--- config.mk ---
export PLATFORM = sky130hd
export DESIGN_NAME = cshd_front
export DESIGN_NICKNAME = d
export VERILOG_FILES = /design/src/hdl/cshd_pkg.sv /design/src/hdl/cshd_front.sv
export SDC_FILE = /design/constraint.sdc
export NUM_CORES = 1
export LEC_CHECK = 0
export ABC_CLOCK_PERIOD_IN_PS = 3250
export BUFFER_PORTS_ARGS = -buffer_cell sky130_fd_sc_hd__buf_2
export CAP_MARGIN = 20
export CORE_ASPECT_RATIO = 1.5
export CORE_MARGIN = 8
export CORE_UTILIZATION = 60
export DETAILED_ROUTE_END_ITERATION = 6
export GPL_ROUTABILITY_DRIVEN = 0
export PLACE_DENSITY = 0.89
export SLEW_MARGIN = 0
export SYNTH_ARGS = -nofsm -noshare
export SYNTH_HDL_FRONTEND = slang
export SYNTH_SLANG_ARGS = --single-unit
--- constraint.sdc ---
create_clock -name clk -period 3.25 [get_ports clk]
set_clock_uncertainty 0.15 [all_clocks]
set_input_delay 0.65 -clock clk [delete_from_list [all_inputs] [get_ports clk]]
set_output_delay 0.65 -clock clk [all_outputs]
set_load 0.01 [all_outputs]
--- src/hdl/cshd_pkg.sv ---
// ----------------------------------------------------------------------------
// cshd_pkg: shared types and constants
// Item format, sequencer states and the Q1.17 half-band coefficient table.
// ----------------------------------------------------------------------------
package cshd_pkg;

	localparam int SAMPLE_W  = 16;
	localparam int HALF_TAPS = 31;
	localparam int LINE_W    = 6;
	localparam int LINE_LEN  = 64;
	localparam int MAX_STG   = 8;
	localparam int STG_W     = 4;
	localparam int SIDX_W    = 3;
	localparam int ADDR_W    = SIDX_W + LINE_W;
	localparam int COEF_W    = 18;
	localparam int PAIR_W    = SAMPLE_W + 1;
	localparam int PROD_W    = PAIR_W + COEF_W;
	localparam int ACC_W     = 40;
	localparam int COEF_FRAC = 17;
	localparam int RES_MAX   = 32;
	localparam int RES_W     = 6;
	localparam int REM_W     = 5;
	localparam int TAIL_OUT  = 15;
	localparam int CNT_SAT   = 63;
	localparam int QDEPTH    = 4;
	localparam int QPTR_W    = 2;

	typedef struct packed {
		logic signed [SAMPLE_W-1:0] sample;
		logic                       last;
	} item_t;

	typedef enum logic [3:0] {
		B_IDLE,
		B_INS,
		B_MAC,
		B_EMIT,
		B_DONE,
		B_FCHK,
		B_FRD,
		B_FWAIT,
		B_END
	} bstate_t;

	function automatic logic signed [COEF_W-1:0] coef_at(input logic [4:0] d);
		logic signed [COEF_W-1:0] c;
		unique case (d)
			5'd0:  c = 18'sd60293;
			5'd1:  c = 18'sd41218;
			5'd2:  c = 18'sd5101;
			5'd3:  c = -18'sd12449;
			5'd4:  c = -18'sd4696;
			5'd5:  c = 18'sd6072;
			5'd6:  c = 18'sd4085;
			5'd7:  c = -18'sd3083;
			5'd8:  c = -18'sd3348;
			5'd9:  c = 18'sd1393;
			5'd10: c = 18'sd2576;
			5'd11: c = -18'sd420;
			5'd12: c = -18'sd1849;
			5'd13: c = -18'sd96;
			5'd14: c = 18'sd1228;
			5'd15: c = 18'sd314;
			5'd16: c = -18'sd743;
			5'd17: c = -18'sd352;
			5'd18: c = 18'sd401;
			5'd19: c = 18'sd297;
			5'd20: c = -18'sd185;
			5'd21: c = -18'sd209;
			5'd22: c = 18'sd66;
			5'd23: c = 18'sd126;
			5'd24: c = -18'sd11;
			5'd25: c = -18'sd62;
			5'd26: c = -18'sd5;
			5'd27: c = 18'sd23;
			5'd28: c = 18'sd5;
			5'd29: c = -18'sd5;
			5'd30: c = -18'sd1;
			default: c = '0;
		endcase
		return c;
	endfunction

endpackage

--- src/hdl/cshd_front.sv ---
// ----------------------------------------------------------------------------
// cshd_front: input side
// Accept sample beats and queue them for the filter sequencer.
// ----------------------------------------------------------------------------
module cshd_front import cshd_pkg::*; (
	input  logic                       clk,
	input  logic                       arst_n,
	input  logic                       in_valid,
	output logic                       in_ready,
	input  logic signed [SAMPLE_W-1:0] sample,
	input  logic                       last_sample,
	output logic                       q_valid,
	output item_t                      q_item,
	input  logic                       q_pop
);

	item_t             fifo_q [QDEPTH];
	logic [QPTR_W-1:0] wr_q, rd_q;
	logic [QPTR_W:0]   cnt_q;
	logic              push;

	assign in_ready = (cnt_q != (QPTR_W+1)'(QDEPTH));
	assign push     = in_valid && in_ready;
	assign q_valid  = (cnt_q != '0);
	assign q_item   = fifo_q[rd_q];

	always_ff @(posedge clk) begin
		if (push) begin
			fifo_q[wr_q] <= '{sample: sample, last: last_sample};
		end
	end

	always_ff @(posedge clk or negedge arst_n) begin
		if (!arst_n) begin
			wr_q  <= '0;
			rd_q  <= '0;
			cnt_q <= '0;
		end else begin
			if (push) begin
				wr_q <= wr_q + 1'b1;
			end
			if (q_pop) begin
				rd_q <= rd_q + 1'b1;
			end
			cnt_q <= cnt_q + (QPTR_W+1)'(push) - (QPTR_W+1)'(q_pop);
		end
	end

endmodule

==> flow_metrics.tcl, run 1 <==
set metrics [dict create \
    worst_hold_path_cell_count 1 \
    synth_seq_cells 75 \
    yosys.area.top_type "sky130_fd_sc_hd__edfxtp_1" \
    synth_cell_types 19 \
    synthTopCellsByArea "sky130_fd_sc_hd__edfxtp_1, sky130_fd_sc_hd__mux4_1, sky130_fd_sc_hd__mux4_2" \
    critical_path.endpoint "q_item[1]" \
    nets 205 \
    wire_length_per_cell_after_detailed_routing_um 20.8 \
    via_count 1389 \
    final_core_utilization_pct 72.0 \
    holdCritPathClass "in2reg" \
    dieWidth_um 73.3 \
    critical-path-slowest-cell "sky130_fd_sc_hd__dfrtp_1" \
    clock_tree.htree_level_count 3 \
    timing.critical_path.from_type "flop" \
    critical_path.max_fanout 11 \
    post_layout_nonfiller_instances 248 \
    synthesis.yosys.warnings 0 \
    required_ps 2450 \
    reg2reg_to "cnt_q[2]" \
    track_usage_pct 15.4 \
    cts_setup_buffers 0 \
    element_type_at_the_critical_path_end "primary output" \
    r2r_cells 9 \
    unrepaired_setup_endpoints_after_global_routing "false" \
    sink_count 75 \
    io_pins 40 \
    synthCells 129 \
    die-area_sq_mm 0.00747 \
    final_layout_size_suffix_gt1_share_pct 35.7 \
    path_cells "buf_12, mux4_1, buf_2" \
    drv_cap 0 \
    grt_max_degree 19 \
    antenna-diode-count 0 \
    crit_path_max_incr_delay_ps 690 \
    worst-path-stages 3 \
    dp.final_hpwl_um 3350 \
    fillCellCount 286 \
    hold_viol 0 \
    postRouteAntennaNets 0 \
    core_region_area_sq_mm 0.00477 \
    die_height_um 102 \
    edff_count_synth 68 \
    library_cell_with_the_highest_instance_count_after_synthesis "sky130_fd_sc_hd__edfxtp_1" \
    cellPowerDensity_mw_per_mm2 892 \
    antenna_found_initial 0 \
    avgSynthCellArea_sq_um 22.9 \
    synth_top_cell_area_share_pct 69.2 \
    tritoncts.num_buffers 9 \
    clk_root_buffer_cell "sky130_fd_sc_hd__clkbuf_8" \
    synth.cells.most_frequent "sky130_fd_sc_hd__edfxtp_1, sky130_fd_sc_hd__mux4_1, sky130_fd_sc_hd__mux4_2" \
    cell_area_after_synthesis_sq_mm 0.00295 \
    sequential_share_of_the_synthesized_area_pct 75.1 \
    tightestPinTransition_ps 916 \
    critPathTopFamily "flip-flops" \
    r2r-start "cnt_q[1]" \
    row_count 31 \
    grt_overflow_total 0 \
    clock_latency_ps 340 \
    final.min_clock_period_ps 2760 \
    clock_tree.buffer_depth 2 \
    holdCritStartpoint "sample[14]" \
    port_buffers 39 \
    setup_viol_count_final 0 \
    setup-tns-final_ps 0 \
    critical_path_arrival_ps 1960 \
    drc_errors_left 0 \
    maxSlewViolCount 0 \
    setup.worst_path.start "rd_q[0]" \
    first_global_vias 1552 \
    outcome "finished clean" \
    grt_pass1_wl_um 8050 \
    async_flop_share_pct 9.33 \
    wirelength_routed_um 5150 \
    syn2layout_area_growth_pct 16.4 \
    reg2reg_setup_slack_ps 790 \
    cts.reportedPaths.clkPinSlew_ps 80 \
    timing.fmax_mhz 363 \
    dr.pass1.iters 4 \
    synth_nets 157 \
    power.static_leakage_nw 1.26 \
    start_util_pct 61.9 \
    place_inst 231 \
    fin_crit_sh_pct 84.9 \
    via_per_inst 5.60 \
    post_cts_resize_count 0 \
    cp_buf_inv_count 2 \
    worst_slew_margin_rel_pct 39.0 \
    detailedRoute.firstIterationViolations 141 \
    power.ir.vdd_worst_mv 0.851 \
    worst-setup-path-type "reg2out" \
    synth_ff_type "sky130_fd_sc_hd__edfxtp_1" \
    cts_tree "done" \
]
-- cells in the final DEF, fill, tap and decap left out, types with 2 or more instances in the layout --
master / netlist / final
sky130_fd_sc_hd__inv_1: 6 / 6
sky130_fd_sc_hd__clkinvlp_4: 0 / 3
sky130_fd_sc_hd__bufinv_16: 0 / 2
sky130_fd_sc_hd__clkbuf_8: 0 / 9
sky130_fd_sc_hd__nand2b_1: 4 / 4
sky130_fd_sc_hd__xnor2_1: 3 / 3
sky130_fd_sc_hd__mux4_1: 9 / 9
sky130_fd_sc_hd__edfxtp_1: 68 / 68
sky130_fd_sc_hd__buf_2: 2 / 39
sky130_fd_sc_hd__o211ai_1: 2 / 2
sky130_fd_sc_hd__dfrtp_1: 7 / 7
sky130_fd_sc_hd__clkinv_2: 0 / 2
sky130_fd_sc_hd__mux4_2: 8 / 8
sky130_fd_sc_hd__ha_1: 6 / 6
sky130_fd_sc_hd__nand4bb_1: 2 / 2
sky130_fd_sc_hd__nand2_1: 2 / 2
sky130_fd_sc_hd__and3b_1: 4 / 4
-- final cells by class --
class	instances	area (sq um)	area share, %
sequential	75	2220	64.6
multi-input combinational	44	671	19.5
timing repair buffer	41	225	6.56
clock buffer	9	124	3.61
clock inverter	7	92.6	2.70
tap	66	82.6	2.40
inverter	6	22.5	0.656
-- per-layer routing --
metal  global-route usage, %  vias to the layer above  share of wire [%]
met4                    8.20                        0                1.6
li1                        -                      624                  -
met1                    15.3                      709                 36
met3                    5.11                        8                6.6
met5                       0                        -                  0
met2                    27.3                       48                 56
-- registers in the layout, indices dropped and copies added (netlist names) --
signal and cells:
fifo_q 68, wr_q 2, cnt_q 3, rd_q 2
-- power breakdown --
part | switching, mW | internal (mW) | total [mW]
Sequential | 0.161 | 1.29 | 1.45
Clock | 0.328 | 0.429 | 0.757
Combinational | 0.411 | 0.445 | 0.857
Total | 0.901 | 2.16 | 3.06
-- metrics by stage --
stage | power, mW | cell area [sq um] | hold WS, ps | setup slack (ps)
floorplan | 2.02 | 2950 | 204 | 1030
global placement | 2.26 | 3210 | 336 | 872
detailed placement | 2.34 | 3210 | 342 | 785
CTS | 3.09 | 3430 | 355 | 426
global route | 3.21 | 3430 | 365 | 362
finish | 3.06 | 3430 | 376 | 492
-- cells by family (layout without fill, tap and decap cells) --
family,after synthesis,count (layout),share of synthesized area [%]
AOI/OAI and AO/OA,2,2,0.509
buffers and inverters,10,63,2.16
DFF,75,75,75.1
and+or+nand+nor,14,14,3.69
adders and majority gates,7,7,3.22
muxes,17,17,14.1
xor gates and xnor gates,4,4,1.19
-- how the worst min path moves through the flow --
stage and to:
4_1_cts fifo_q[2][15], 6_report fifo_q[3][15], 2_1_floorplan cnt_q[0], 5_1_grt fifo_q[0][16], 3_5_place_dp wr_q[1], 3_3_place_gp cnt_q[0]
-- repair_timing --
action	in CTS	in global routing
hold buffers	1	0
hold endpoints to repair	7	0
setup endpoints to repair	0	0
No activity file was read; power rests on OpenSTA's default activity.
==> run 2: changes to the inputs <==
--- a/config.mk
+++ b/config.mk
@@ -5,15 +5,15 @@
 export SDC_FILE = /design/constraint.sdc
 export NUM_CORES = 1
 export LEC_CHECK = 0
-export ABC_CLOCK_PERIOD_IN_PS = 3250
+export ABC_CLOCK_PERIOD_IN_PS = 2200
 export BUFFER_PORTS_ARGS = -buffer_cell sky130_fd_sc_hd__buf_2
 export CAP_MARGIN = 20
 export CORE_ASPECT_RATIO = 1.5
 export CORE_MARGIN = 8
-export CORE_UTILIZATION = 60
+export CORE_UTILIZATION = 51
 export DETAILED_ROUTE_END_ITERATION = 6
 export GPL_ROUTABILITY_DRIVEN = 0
-export PLACE_DENSITY = 0.89
+export PLACE_DENSITY = 0.81
 export SLEW_MARGIN = 0
 export SYNTH_ARGS = -nofsm -noshare
 export SYNTH_HDL_FRONTEND = slang
==> constraint.sdc (replaced) <==
create_clock -name clk -period 2.2 [get_ports clk]
set_clock_uncertainty 0.15 [all_clocks]
set_input_delay 0.44 -clock clk [delete_from_list [all_inputs] [get_ports clk]]
set_output_delay 0.44 -clock clk [all_outputs]
set_load 0.01 [all_outputs]
==> run 2 against run 1 <==
Global-route usage is 2.1 points lower; combinational power grew 130%; largest power group unchanged; via count is 6.8% higher; final cell count up 8.1%; first-iteration DRC count down 20%; sequential cell count unchanged; register-to-register slack got worse by 740 ps; sequential power rose by 41%; wire length grew 7.4%; design area increased by 7.1%.
==> flow_metrics.tcl, run 2 (synthesis gave the netlist of run 1 again) <==
set metrics [dict create \
    outcome "finished clean" \
    critical-path-slowest-cell "sky130_fd_sc_hd__mux4_2" \
    wl_met1_um 2110 \
    tritoncts.num_buffers 9 \
    max_flop_register "fifo_q" \
    cp_buf_inv_count 2 \
    postPlaceCellArea_sq_mm 0.00331 \
    syn2layout_area_growth_pct 24.6 \
    critPathTopFamily "multiplexers" \
    clock_tree.htree_level_count 3 \
    min_delay_worst_endpoint "fifo_q[2][0]" \
    postRouteAntennaNets 0 \
    combPwrFrac_pct 37.3 \
    dp.final_hpwl_um 3880 \
    fin_crit_sh_pct 99.2 \
    largest_reg_flops 68 \
    hold_viol 0 \
    final_layout_size_suffix_gt1_share_pct 46.9 \
    r2r_cells 9 \
    wire_length_per_cell_after_detailed_routing_um 20.6 \
    wirelength_routed_um 5530 \
    setup_viol_count_final 0 \
    power.clock.fraction_pct 23.1 \
    element_type_at_the_critical_path_end "primary output" \
    final_cell_area_sq_mm 0.00368 \
    holdCritStartpoint "last_sample" \
    antenna_found_initial 0 \
    track_usage_pct 13.3 \
    met2_layer_wire_length_in_the_routed_design_um 2990 \
    crit_path_max_incr_delay_ps 520 \
    layout.cells.most_common_list "sky130_fd_sc_hd__edfxtp_1, sky130_fd_sc_hd__buf_2, sky130_fd_sc_hd__mux4_2, sky130_fd_sc_hd__buf_6, sky130_fd_sc_hd__buf_4" \
    grt_max_degree 13 \
    final.min_clock_period_ps 2180 \
    start_util_pct 51.8 \
    fillCellCount 399 \
    switching_share_of_power_pct 27.8 \
    worst-setup-path-type "reg2out" \
    net-switching-power_mw 1.44 \
    sink_count 75 \
    clk_root_buffer_cell "sky130_fd_sc_hd__clkbuf_8" \
    critical_path.max_fanout 5 \
    holdCritPathClass "in2reg" \
    worst_slew_margin_rel_pct 75.8 \
    cts.reportedPaths.clkPinSlew_ps 70 \
    dr.pass1.iters 4 \
    path_cells "clkbuf_16, mux4_2, buf_6" \
    uppermost_signal_routing_layer_after_detailed_routing "met4" \
    row_count 34 \
    unrepaired_setup_endpoints_after_global_routing "true" \
    detailroute.wirelength.met3_um 289 \
    internal_power_mw 3.73 \
    cellPowerDensity_mw_per_mm2 1410 \
    reg2reg_setup_slack_ps 50 \
    drv_cap 0 \
    worst_hold_path_cell_count 1 \
    seq_power_share_pct 39.6 \
    layout.cells.most_common "sky130_fd_sc_hd__edfxtp_1" \
    cts_tree "done" \
    grt_pass1_wl_um 8400 \
    clock_latency_ps 330 \
    nets 221 \
    via_per_inst 5.53 \
    grt_overflow_total 0 \
    required_ps 1610 \
    maxSlewViolCount 0 \
    clock_tree.buffer_depth 2 \
    via_count 1483 \
    r2r-start "cnt_q[1]" \
    setup-tns-final_ps 0 \
    antenna-diode-count 0 \
    core_region_area_sq_mm 0.00570 \
    critical_path_arrival_ps 1590 \
    die-area_sq_mm 0.00853 \
    detailedRoute.firstIterationViolations 113 \
    timing.fmax_mhz 458 \
    dieWidth_um 78.1 \
    die_height_um 109 \
    tightestPinTransition_ps 363 \
    timing.critical_path.from_type "flop" \
    power.static_leakage_nw 1.36 \
    drc_errors_left 0 \
    reg_top3 "fifo_q x68, cnt_q x3" \
    total_power_mw 5.17 \
    reg2reg_to "cnt_q[2]" \
    power.ir.vdd_worst_mv 0.739 \
    first_global_vias 1631 \
    io_pins 40 \
    port_buffers 39 \
]
run 2: cell types whose count changed in the layout (fill, tap and decap cells not counted), moves of 3 or more:
cell,delta
sky130_fd_sc_hd__buf_2,-16
sky130_fd_sc_hd__buf_6,+16
sky130_fd_sc_hd__buf_4,+14
sky130_fd_sc_hd__mux4_1,-9
sky130_fd_sc_hd__mux4_2,+9
sky130_fd_sc_hd__clkinvlp_4,-3
run 2: how the worst max path moves through the flow:
stage,start,to,cells past startpoint
floorplan,cnt_q[1],cnt_q[2],9
global placement,cnt_q[2],cnt_q[2],9
detailed placement,cnt_q[2],cnt_q[2],9
CTS,rd_q[0],q_item[1],3
global route,rd_q[0],q_item[7],3
finish,rd_q[0],q_item[9],3
run 2: what timing repair did:
item / CTS / global route
hold buffers: 1 / 0
endpoints found under the setup margin: 12 / 18
setup buffers: 1 / 1
endpoints found under the hold margin: 7 / 0
gates cloned: 1 / 0
gates resized for setup: 26 / 9
pin swaps: 0 / 0
run 2: cell type report:
cell class / instances / area [sq um] / share of cell area (%)
clock buffer: 9 / 124 / 3.37
clock inverter: 5 / 104 / 2.82
inverter: 6 / 22.5 / 0.612
multi-input combinational: 44 / 653 / 17.8
timing repair buffer: 57 / 465 / 12.7
tap: 72 / 90.1 / 2.45
sequential: 75 / 2220 / 60.3
run 2: metal layers:
layer  global-route usage [%]  up-vias
met2                     23.2       64
li1                         -      651
met4                     7.18        0
met1                     14.4      754
met5                        0        -
met3                     3.55       14
run 2: power groups by stage:
stage          Sequential [mW]  Clock [mW]  Combinational [mW]
4_1_cts                   2.05        1.22                1.83
6_report                  2.05        1.19                1.93
5_1_grt                   2.07        1.26                2.07
3_5_place_dp              2.06           0                1.52
3_3_place_gp              2.02           0                1.44
2_1_floorplan             2.02           0               0.982
run 2: metrics by stage:
step | cells | setup WS (ps) | util [%] | hold WS, ps
after CTS | 267 | -45.1 | 63.6 | 147
after global routing | 268 | -47.3 | 64.5 | 160
final | 268 | 17.8 | 64.5 | 171
after detailed placement | 250 | 0.661 | 58.0 | 131
after floorplan | 129 | 15.1 | - | -5.59
after global placement | 250 | 114 | 58.0 | 124
run 2: worst reg2reg max path: stages (launching register included):
cell and delay [ps]:
sky130_fd_sc_hd__dfrtp_1 420, sky130_fd_sc_hd__nor3b_4 220, sky130_fd_sc_hd__nand2b_1 140, sky130_fd_sc_hd__ha_1 230, sky130_fd_sc_hd__inv_1 60, sky130_fd_sc_hd__ha_1 140
sky130_fd_sc_hd__inv_1 60, sky130_fd_sc_hd__fa_2 350, sky130_fd_sc_hd__xnor2_2 140, sky130_fd_sc_hd__xnor2_1 120
